### src/spt_pkg.sv
// ----------------------------------------------------------------------------
// spt_pkg: shared types and constants of the SPT scheduler with rejection
// Holds the request and result payload structs, the result kind codes and
// the command and status bundles between the controller and the datapath.
// ----------------------------------------------------------------------------
package spt_pkg;

    // Field widths fixed by the interface.
    localparam int unsigned VAL_W   = 10;
    localparam int unsigned KIND_W  = 2;
    localparam int unsigned COMP_W  = 21;
    localparam int unsigned REJ_W   = 16;
    localparam int unsigned OBJ_W   = 22;
    localparam int unsigned RUN_W   = 16;

    // Configuration register indexes.
    localparam logic CFG_MIN_VALUE = 1'b0;
    localparam logic CFG_MAX_VALUE = 1'b1;

    // Configuration reset values.
    localparam logic [VAL_W-1:0] MIN_VALUE_RST = 10'd1;
    localparam logic [VAL_W-1:0] MAX_VALUE_RST = 10'd1000;

    // Result kind codes.
    localparam logic [KIND_W-1:0] KIND_JOB     = 2'd0;
    localparam logic [KIND_W-1:0] KIND_TOTALS  = 2'd1;
    localparam logic [KIND_W-1:0] KIND_INVALID = 2'd2;

    // One input request.
    typedef struct packed {
        logic [VAL_W-1:0] job_time;
        logic [VAL_W-1:0] reject_cost;
        logic             accepted;
        logic             last_job;
    } t_in_item;

    // One result.
    typedef struct packed {
        logic [KIND_W-1:0] result_kind;
        logic [VAL_W-1:0]  out_time;
        logic [VAL_W-1:0]  out_cost;
        logic [COMP_W-1:0] total_completion;
        logic [REJ_W-1:0]  total_rejection;
        logic [OBJ_W-1:0]  objective;
        logic              last_result;
    } t_out_item;

    // Commands from the controller to the datapath.
    typedef struct packed {
        logic accept;      // take the input request and update the counters
        logic rd_prev;     // read the entry just below the insert position
        logic shift;       // move the read entry up one slot, read the next one
        logic wr_new;      // write the new job at the insert position
        logic emit_start;  // clear the emission index and running sums
        logic acc_comp;    // add the running time into the completion sum
        logic rd_emit;     // read the entry at the emission index
        logic out_job;     // load a sorted job result
        logic out_inv;     // load the invalid result and clear the instance
        logic out_tot;     // load the totals result and clear the instance
    } t_dp_cmd;

    // Status from the datapath to the controller.
    typedef struct packed {
        logic store;      // the last accepted request goes into the job store
        logic last;       // the last accepted request closes the instance
        logic invalid;    // the instance has failed a check
        logic pos_zero;   // insert position is the bottom slot
        logic pos_one;    // insert position is one above the bottom slot
        logic prev_gt;    // read entry has a longer time than the new job
        logic emit_done;  // every stored job has been emitted
        logic out_free;   // the output register can take a result this cycle
    } t_dp_status;

endpackage

### src/spt_schedule_with_rejection_core.sv
// ----------------------------------------------------------------------------
// spt_schedule_with_rejection_core: SPT scheduling with job rejection
// Collects the jobs of one run, keeps the accepted ones sorted by time and
// reports them shortest first with the run totals, or flags an invalid run.
// ----------------------------------------------------------------------------
// Requests are taken one at a time. A rejected job, one that arrives after
// MAX_JOBS jobs, or an accepted job that goes into an empty store needs no
// walk; any other accepted job is placed by walking the sorted store one
// entry per cycle through its single read port, moving every stored job
// with a longer time up one slot. A request marked last_job then produces
// its results from that store: each sorted job is read through the
// registered store read and loaded into the output register when it is free,
// then the totals follow, or one invalid result if any time or cost fell
// outside the bounds or too many jobs arrived. A new request is taken as
// soon as the final result has been loaded, even while it is still stalled.
module spt_schedule_with_rejection_core #(
    parameter int unsigned MAX_JOBS = 63
) (
    input  logic               i_clk,
    input  logic               i_rst_n,
    input  logic               i_cfg_we,
    input  logic               i_cfg_idx,
    input  logic [9:0]         i_cfg_data,
    input  logic               i_in_valid,
    output logic               o_in_stall,
    input  spt_pkg::t_in_item  i_in_item,
    output logic               o_out_valid,
    input  logic               i_out_stall,
    output spt_pkg::t_out_item o_out_item
);

    spt_pkg::t_dp_cmd    dp_cmd;
    spt_pkg::t_dp_status dp_status;

    // Sequencing controller.
    spt_ctrl u_ctrl (
        .i_clk      (i_clk),
        .i_rst_n    (i_rst_n),
        .i_in_valid (i_in_valid),
        .o_in_stall (o_in_stall),
        .o_cmd      (dp_cmd),
        .i_status   (dp_status)
    );

    // Counters, job store and output register.
    spt_dp #(
        .MAX_JOBS (MAX_JOBS)
    ) u_dp (
        .i_clk       (i_clk),
        .i_rst_n     (i_rst_n),
        .i_cfg_we    (i_cfg_we),
        .i_cfg_idx   (i_cfg_idx),
        .i_cfg_data  (i_cfg_data),
        .i_in_item   (i_in_item),
        .i_out_stall (i_out_stall),
        .o_out_valid (o_out_valid),
        .o_out_item  (o_out_item),
        .i_cmd       (dp_cmd),
        .o_status    (dp_status)
    );

endmodule

### src/spt_ctrl.sv
// ----------------------------------------------------------------------------
// spt_ctrl: sequencing controller of the SPT scheduler
// Accepts one request at a time, steps the insertion of accepted jobs into
// the sorted store and steps the emission of results at the end of a run.
// ----------------------------------------------------------------------------
module spt_ctrl (
    input  logic                i_clk,
    input  logic                i_rst_n,
    input  logic                i_in_valid,
    output logic                o_in_stall,
    output spt_pkg::t_dp_cmd    o_cmd,
    input  spt_pkg::t_dp_status i_status
);

    localparam logic [3:0] ST_IDLE     = 4'd0;
    localparam logic [3:0] ST_DECIDE   = 4'd1;
    localparam logic [3:0] ST_CMP      = 4'd2;
    localparam logic [3:0] ST_PUT      = 4'd3;
    localparam logic [3:0] ST_AFTER    = 4'd4;
    localparam logic [3:0] ST_EMIT_INV = 4'd5;
    localparam logic [3:0] ST_EMIT_RD  = 4'd6;
    localparam logic [3:0] ST_EMIT_OUT = 4'd7;
    localparam logic [3:0] ST_TOT      = 4'd8;

    logic [3:0] r_state;
    logic [3:0] n_state;

    // Requests are taken only while no job is being placed or emitted.
    assign o_in_stall = (r_state != ST_IDLE);

    // Next state and datapath commands.
    always_comb begin
        n_state = r_state;
        o_cmd   = '0;
        case (r_state)
            ST_IDLE: begin
                if (i_in_valid) begin
                    o_cmd.accept = 1'b1;
                    n_state      = ST_DECIDE;
                end
            end
            ST_DECIDE: begin
                if (i_status.store) begin
                    if (i_status.pos_zero) begin
                        o_cmd.wr_new = 1'b1;
                        n_state      = ST_AFTER;
                    end else begin
                        o_cmd.rd_prev = 1'b1;
                        n_state       = ST_CMP;
                    end
                end else begin
                    n_state = ST_AFTER;
                end
            end
            ST_CMP: begin
                // Longer jobs move up; an equal time stops the walk, which
                // keeps the order of arrival among equal times.
                if (i_status.prev_gt) begin
                    o_cmd.shift = 1'b1;
                    if (i_status.pos_one) begin
                        n_state = ST_PUT;
                    end
                end else begin
                    o_cmd.wr_new = 1'b1;
                    n_state      = ST_AFTER;
                end
            end
            ST_PUT: begin
                o_cmd.wr_new = 1'b1;
                n_state      = ST_AFTER;
            end
            ST_AFTER: begin
                if (!i_status.last) begin
                    n_state = ST_IDLE;
                end else if (i_status.invalid) begin
                    n_state = ST_EMIT_INV;
                end else begin
                    o_cmd.emit_start = 1'b1;
                    n_state          = ST_EMIT_RD;
                end
            end
            ST_EMIT_INV: begin
                if (i_status.out_free) begin
                    o_cmd.out_inv = 1'b1;
                    n_state       = ST_IDLE;
                end
            end
            ST_EMIT_RD: begin
                o_cmd.acc_comp = 1'b1;
                if (i_status.emit_done) begin
                    n_state = ST_TOT;
                end else begin
                    o_cmd.rd_emit = 1'b1;
                    n_state       = ST_EMIT_OUT;
                end
            end
            ST_EMIT_OUT: begin
                if (i_status.out_free) begin
                    o_cmd.out_job = 1'b1;
                    n_state       = ST_EMIT_RD;
                end
            end
            ST_TOT: begin
                if (i_status.out_free) begin
                    o_cmd.out_tot = 1'b1;
                    n_state       = ST_IDLE;
                end
            end
            default: begin
                n_state = ST_IDLE;
            end
        endcase
    end

    // State register.
    always_ff @(posedge i_clk) begin
        if (!i_rst_n) begin
            r_state <= ST_IDLE;
        end else begin
            r_state <= n_state;
        end
    end

endmodule

### src/spt_dp.sv
// ----------------------------------------------------------------------------
// spt_dp: datapath of the SPT scheduler
// Holds the bounds, the instance counters, the sorted job store with its
// registered read port, the completion sums and the output register.
// ----------------------------------------------------------------------------
module spt_dp #(
    parameter int unsigned MAX_JOBS = 63
) (
    input  logic                i_clk,
    input  logic                i_rst_n,
    input  logic                i_cfg_we,
    input  logic                i_cfg_idx,
    input  logic [9:0]          i_cfg_data,
    input  spt_pkg::t_in_item   i_in_item,
    input  logic                i_out_stall,
    output logic                o_out_valid,
    output spt_pkg::t_out_item  o_out_item,
    input  spt_pkg::t_dp_cmd    i_cmd,
    output spt_pkg::t_dp_status o_status
);

    localparam int unsigned IDX_W = $clog2(MAX_JOBS);
    localparam int unsigned CNT_W = $clog2(MAX_JOBS + 1);
    localparam int unsigned ENT_W = 2 * spt_pkg::VAL_W;
    localparam logic [CNT_W-1:0] MAX_CNT = CNT_W'(MAX_JOBS);

    // Bounds.
    logic [spt_pkg::VAL_W-1:0] r_min;
    logic [spt_pkg::VAL_W-1:0] r_max;

    // Instance state.
    logic [CNT_W-1:0]          r_job_cnt;
    logic [CNT_W-1:0]          r_acc_cnt;
    logic [spt_pkg::REJ_W-1:0] r_rej_sum;
    logic                      r_invalid;
    logic                      r_store;
    logic                      r_last;
    logic [spt_pkg::VAL_W-1:0] r_new_time;
    logic [spt_pkg::VAL_W-1:0] r_new_cost;
    logic [IDX_W-1:0]          r_pos;

    // Job store, one entry of time and cost per sorted job.
    logic [ENT_W-1:0]          r_mem [MAX_JOBS];
    logic [ENT_W-1:0]          r_rd_data;

    // Emission.
    logic [CNT_W-1:0]          r_emit_idx;
    logic [spt_pkg::RUN_W-1:0] r_run;
    logic [spt_pkg::COMP_W-1:0] r_comp;
    logic                      r_out_valid;
    spt_pkg::t_out_item        r_out;
    spt_pkg::t_out_item        n_out;

    logic                      out_of_range;
    logic                      wr_en;
    logic [ENT_W-1:0]          wr_data;
    logic                      rd_en;
    logic [IDX_W-1:0]          rd_addr;
    logic                      out_free;
    logic                      inst_clear;
    logic [spt_pkg::VAL_W-1:0] rd_time;

    assign rd_time    = r_rd_data[ENT_W-1:spt_pkg::VAL_W];
    assign out_free   = !r_out_valid || !i_out_stall;
    assign inst_clear = i_cmd.out_inv || i_cmd.out_tot;

    // Range check of the incoming request against the bounds.
    assign out_of_range = (i_in_item.job_time < r_min) || (i_in_item.job_time > r_max)
                       || (i_in_item.reject_cost < r_min)
                       || (i_in_item.reject_cost > r_max);

    // Store port selection: a shift moves the read entry up, otherwise the
    // new job lands at the insert position.
    assign wr_en   = i_cmd.shift || i_cmd.wr_new;
    assign wr_data = i_cmd.shift ? r_rd_data : {r_new_time, r_new_cost};
    assign rd_en   = i_cmd.rd_prev || i_cmd.shift || i_cmd.rd_emit;

    always_comb begin
        if (i_cmd.rd_emit) begin
            rd_addr = r_emit_idx[IDX_W-1:0];
        end else if (i_cmd.shift) begin
            rd_addr = r_pos - IDX_W'(2);
        end else begin
            rd_addr = r_pos - IDX_W'(1);
        end
    end

    // Job store with registered read data.
    always_ff @(posedge i_clk) begin
        if (wr_en) begin
            r_mem[r_pos] <= wr_data;
        end
        if (rd_en) begin
            r_rd_data <= r_mem[rd_addr];
        end
    end

    // Configuration registers.
    always_ff @(posedge i_clk) begin
        if (!i_rst_n) begin
            r_min <= spt_pkg::MIN_VALUE_RST;
            r_max <= spt_pkg::MAX_VALUE_RST;
        end else if (i_cfg_we) begin
            case (i_cfg_idx)
                spt_pkg::CFG_MIN_VALUE: r_min <= i_cfg_data;
                spt_pkg::CFG_MAX_VALUE: r_max <= i_cfg_data;
                default: begin
                end
            endcase
        end
    end

    // Instance counters, checks and the rejection sum.
    always_ff @(posedge i_clk) begin
        if (!i_rst_n) begin
            r_job_cnt <= '0;
            r_acc_cnt <= '0;
            r_rej_sum <= '0;
            r_invalid <= 1'b0;
            r_store   <= 1'b0;
            r_last    <= 1'b0;
        end else if (inst_clear) begin
            r_job_cnt <= '0;
            r_acc_cnt <= '0;
            r_rej_sum <= '0;
            r_invalid <= 1'b0;
        end else if (i_cmd.accept) begin
            r_last  <= i_in_item.last_job;
            r_store <= 1'b0;
            if (r_job_cnt >= MAX_CNT) begin
                r_invalid <= 1'b1;
            end else begin
                r_job_cnt <= r_job_cnt + CNT_W'(1);
                if (out_of_range) begin
                    r_invalid <= 1'b1;
                end
                if (i_in_item.accepted) begin
                    r_store   <= 1'b1;
                    r_acc_cnt <= r_acc_cnt + CNT_W'(1);
                end else begin
                    r_rej_sum <= r_rej_sum + spt_pkg::REJ_W'(i_in_item.reject_cost);
                end
            end
        end
    end

    // New job and its insert position, which walks down on each shift.
    always_ff @(posedge i_clk) begin
        if (i_cmd.accept) begin
            r_new_time <= i_in_item.job_time;
            r_new_cost <= i_in_item.reject_cost;
            r_pos      <= r_acc_cnt[IDX_W-1:0];
        end else if (i_cmd.shift) begin
            r_pos <= r_pos - IDX_W'(1);
        end
    end

    // Emission index and completion sums. The running time is folded into
    // the completion sum once per visit of the read step.
    always_ff @(posedge i_clk) begin
        if (i_cmd.emit_start) begin
            r_emit_idx <= '0;
            r_run      <= '0;
            r_comp     <= '0;
        end else begin
            if (i_cmd.acc_comp) begin
                r_comp <= r_comp + spt_pkg::COMP_W'(r_run);
            end
            if (i_cmd.out_job) begin
                r_emit_idx <= r_emit_idx + CNT_W'(1);
                r_run      <= r_run + spt_pkg::RUN_W'(rd_time);
            end
        end
    end

    // Output register.
    always_ff @(posedge i_clk) begin
        if (!i_rst_n) begin
            r_out_valid <= 1'b0;
        end else if (i_cmd.out_job || i_cmd.out_inv || i_cmd.out_tot) begin
            r_out_valid <= 1'b1;
        end else if (!i_out_stall) begin
            r_out_valid <= 1'b0;
        end
    end

    // Result to be loaded: unused fields stay zero.
    always_comb begin
        n_out = '0;
        if (i_cmd.out_job) begin
            n_out.result_kind = spt_pkg::KIND_JOB;
            n_out.out_time    = rd_time;
            n_out.out_cost    = r_rd_data[spt_pkg::VAL_W-1:0];
        end else if (i_cmd.out_inv) begin
            n_out.result_kind = spt_pkg::KIND_INVALID;
            n_out.last_result = 1'b1;
        end else if (i_cmd.out_tot) begin
            n_out.result_kind      = spt_pkg::KIND_TOTALS;
            n_out.total_completion = r_comp;
            n_out.total_rejection  = r_rej_sum;
            n_out.objective        = spt_pkg::OBJ_W'(r_comp)
                                   + spt_pkg::OBJ_W'(r_rej_sum);
            n_out.last_result      = 1'b1;
        end
    end

    always_ff @(posedge i_clk) begin
        if (i_cmd.out_job || i_cmd.out_inv || i_cmd.out_tot) begin
            r_out <= n_out;
        end
    end

    assign o_out_valid = r_out_valid;
    assign o_out_item  = r_out;

    // Status to the controller.
    assign o_status.store     = r_store;
    assign o_status.last      = r_last;
    assign o_status.invalid   = r_invalid;
    assign o_status.pos_zero  = (r_pos == '0);
    assign o_status.pos_one   = (r_pos == IDX_W'(1));
    assign o_status.prev_gt   = (rd_time > r_new_time);
    assign o_status.emit_done = (r_emit_idx == r_acc_cnt);
    assign o_status.out_free  = out_free;

endmodule
### config.mk
export PLATFORM = sky130hd
export DESIGN_NAME = spt_schedule_with_rejection_core
export DESIGN_NICKNAME = d
export VERILOG_FILES = /design/src/spt_pkg.sv /design/src/spt_schedule_with_rejection_core.sv /design/src/spt_ctrl.sv /design/src/spt_dp.sv
export SDC_FILE = /design/constraint.sdc
export NUM_CORES = 2
export LEC_CHECK = 0
export BUFFER_PORTS_ARGS = -buffer_cell sky130_fd_sc_hd__buf_2
export CORE_MARGIN = 2
export CORE_UTILIZATION = 50
export DETAILED_ROUTE_END_ITERATION = 16
export GPL_TIMING_DRIVEN = 0
export PLACE_DENSITY = 0.72
export RECOVER_POWER = 50
export REMOVE_ABC_BUFFERS = 1
export SLEW_MARGIN = 20
export SYNTH_ARGS = -nofsm -noshare
export SYNTH_HDL_FRONTEND = slang
export SYNTH_SLANG_ARGS = --single-unit
### constraint.sdc
create_clock -name i_clk -period 6.4 [get_ports i_clk]
set_clock_uncertainty 0.15 [all_clocks]
set_input_delay 0.32 -clock i_clk [delete_from_list [all_inputs] [get_ports i_clk]]
set_output_delay 0.32 -clock i_clk [all_outputs]
set_load 0.01 [all_outputs]
==> results.toml <==
[critical_path]
r2r-end = "u_dp.r_rd_data[10]$_DFFE_PP_"
cp_slowest_stage_delay_ns = 0.91
critPathTopFamily = "simple AND/OR/NAND/NOR gates"
r2r_slack_ns = -0.03
cp_slowest_cell = "o31ai_2"
reg2reg_from = "u_dp.r_rd_data[19]$_DFFE_PP_"
critPathMaxFanout = 17
required_ns = 6.67
worstSetupEndpointType = "flip-flop"
r2r_cells = 11
arrival_ns = 6.70
crit_chain = "ha_1, nand4_1, o31ai_2, nand3_1, and4b_1, nor3_2, buf_6, or3_2, o22ai_1, a2111oi_2, nand3_1"
path_class = "flip-flop to flip-flop"
path_common_cell = "nand3_1"
startpoint_type = "flip-flop"
path_buf_inv = 1

[place]
pre_cts_slack_ns = -1.214
placed_area_um2 = 68140
gp_congestion = 0.9234
port_buffers = 121
detailed_place_hpwl_mm = 113.7
placed_cells = 6281

[detailed_routing]
drt_wl_total_mm = 175.5
dr.pass1.iters = 7
vias_per_cell = 6.214
antenna_left = 0
drc = 0
dr_total_vias = 41064
wl_per_cell_um = 26.56
drt_iter0_markers = 5886

[clock_tree]
cts_inserted_buffers = 148
clk_path_buf_depth = 3
clock_latency_ns = 0.77
cts_tree = "done"
clock-sinks = 1487
cts.clk_slew.worst_paths_ns = 0.06
cts_root_buffer = "clkbuf_16"
cts_max_level = 4

[yosys]
netlist.area_leader.share_pct = 66.22
syn_inst = 4619
async_flop_share_pct = 0
yosys_register_bits = 1487
ys_warn_count = 0
synth-edff-count = 1388
ys_types = 86
ys_top_cells_by_area = "edfxtp_1 66%, mux2i_1 5.0%, nand2_1 4.3%"
avgSynthCellArea_um2 = 13.63
ys_seq_area_share_pct = 69.37
ys.flop_type = "edfxtp_1"
netlist_area_um2 = 62940
synth_area_leader_cell = "edfxtp_1"

[global_routing]
grt_pass1_vias = 39226
grt.overflow.total = 0
grt.total_usage_pct = 26.65
antenna_found_initial = 10
grt_max_degree = 64
grt_first_pass_wirelength_mm = 253.3

[power_and_ir_drop]
vdd_drop_max_v = 0.0003183
power.leakage_nw = 25.23
p_per_area_nw_per_um2 = 410.0

[layout]
multiInputGateArea_um2 = 18490
fin_nets = 4989
syn2layout_area_growth_pct = 15.71
fin_area_um2 = 72830
drive_gt1_share_pct = 10.98
stdcell_count = 6608
fill_cells = 9342
final_common_cell = "edfxtp_1"
seqCellArea_um2 = 43660
layout_common_cells = "1,388 x edfxtp_1, 712 x nand2_1, 328 x nand3_1"

[timing]
setup-tns-final_ns = -0.03466
slew_viol_final = 590
period_needed_ns = 6.430
timing.fmax_ghz = 0.1555
relSlewSlack_pct = -84.25
setup_viol = 2
final.setup.worst_slack_ns = -0.03013
report.final.hold_viol_count = 0
tightestPinTransition_ns = 2.735
rsz0062_at_grt = "false"
period_share_pct = 100.5

[min_path]
hp-start = "i_in_valid"
min_path_cells = 7
hold_end = "u_ctrl.r_state[0]$_SDFFE_PN0P_"
hold_class = "primary input to flip-flop"

[outcome]
violations = "capacitance limit, slew limit, setup timing"
status = "complete, but fails checks"

[floorplanning]
io_pins = 122
coreArea_um2 = 125200
start_util_pct = 50.25
die_w_um = 358.8
row_count = 130
die_h_um = 358.8
die_area_um2 = 128700

[flow_run]
max_cap_violations = 22
-- worst min-delay path: stages --
cell	delay, ns
buf_2	0.12
inv_1	0.05
a32oi_1	0.06
o221ai_1	0.23
nor2_1	0.06
nand2_1	0.06
a21boi_0	0.07
-- worst max-delay path by stage --
| stage | start | end | depth (start not counted) |
|---|---|---|---|
| after global routing | u_dp.r_rd_data[15]$_DFFE_PP_ | u_dp.r_rd_data[10]$_DFFE_PP_ | 11 |
| after detailed placement | u_ctrl.r_state[3]$_SDFFE_PN0P_ | u_dp.r_rd_data[4]$_DFFE_PP_ | 15 |
| after floorplan | u_dp.r_rd_data[15]$_DFFE_PP_ | u_dp.r_rd_data[13]$_DFFE_PP_ | 10 |
| after CTS | u_dp.r_rd_data[15]$_DFFE_PP_ | u_dp.r_rd_data[19]$_DFFE_PP_ | 11 |
| final | u_dp.r_rd_data[19]$_DFFE_PP_ | u_dp.r_rd_data[10]$_DFFE_PP_ | 11 |
| after global placement | u_ctrl.r_state[0]$_SDFFE_PN0P_ | u_dp.r_rd_data[11]$_DFFE_PP_ | 9 |
-- registers in the layout (all words and copies together), names as in the netlist, 10 cells and up --
register / cells
u_dp.r_mem: 1260
u_dp.o_out_item: 82
u_dp.r_comp: 21
u_dp.r_rd_data: 20
u_dp.r_rej_sum: 16
u_dp.r_run: 16
u_dp.r_max: 10
u_dp.r_min: 10
u_dp.r_new_cost: 10
u_dp.r_new_time: 10
-- layout make-up --
| class | count | share of cell area, % |
|---|---|---|
| multi-input cells | 2784 | 25.39 |
| clock inverters | 82 | 1.003 |
| inverters | 94 | 0.4845 |
| clock buffers | 185 | 5.436 |
| well taps | 1650 | 2.835 |
| diodes | 4 | 0.01374 |
| repair buffers | 322 | 4.890 |
| flip-flops and latches | 1487 | 59.95 |
-- logic make-up after synthesis --
group | synth area share, %
compound gates | 7.791
flops | 69.37
mux | 6.073
xor+xnor | 0.8210
fa+ha+maj | 2.314
buf+inv | 2.511
simple gates | 11.12
-- metrics by stage --
| stage | utilization (%) | power, W | hold slack [ns] |
|---|---|---|---|
| after floorplan | - | 0.01737 | 0.2418 |
| final | 58.15 | 0.02986 | 0.1001 |
| after CTS | 58.63 | 0.02955 | 0.05487 |
| after global routing | 58.14 | 0.03072 | 0.1266 |
| after detailed placement | 54.40 | 0.02105 | 0.3073 |
| after global placement | 51.40 | 0.01952 | 0.3030 |
-- Yosys cell counts (all sizes together), types with 20 or more instances --
library cell,n
nor2,202
nand2,716
inv,93
mux2,55
nand4,27
o21ai,63
nor3,43
a221oi,20
a21oi,220
ha,110
o211ai,45
buf,131
a22o,36
and2,51
nand3,337
or3,21
o22ai,26
edfxtp,1388
a2111oi,21
mux2i,317
a21boi,30
and3,47
xnor2,38
a22oi,58
a211oi,41
o31ai,24
dfxtp,99
xor2,21
clkbuf,124
-- layer usage --
layer | wire length [um] | track usage, %
met5 | 82 | 0
met4 | 8587 | 11.43
met3 | 20540 | 7.076
met2 | 80080 | 41.57
met1 | 66210 | 35.34
-- power by group --
part / leakage (nW) / internal (W) / total, W / switching, W
sequential: 13.3 / 0.0112 / 0.0114 / 0.000156
combinational: 9.68 / 0.00330 / 0.0100 / 0.00674
clock: 2.29 / 0.00469 / 0.00845 / 0.00376
total: 25.2 / 0.0192 / 0.0299 / 0.0107
-- repair_timing --
action                                 CTS  global route
endpoints found under the hold margin   60             0
hold buffers                            47             0
buffers inserted                         3             2
pin swaps                                4             3
cloned                                   1             3
resized for setup                       15             6
setup endpoints to repair               20            16
No activity file was read; power rests on OpenSTA's default activity.
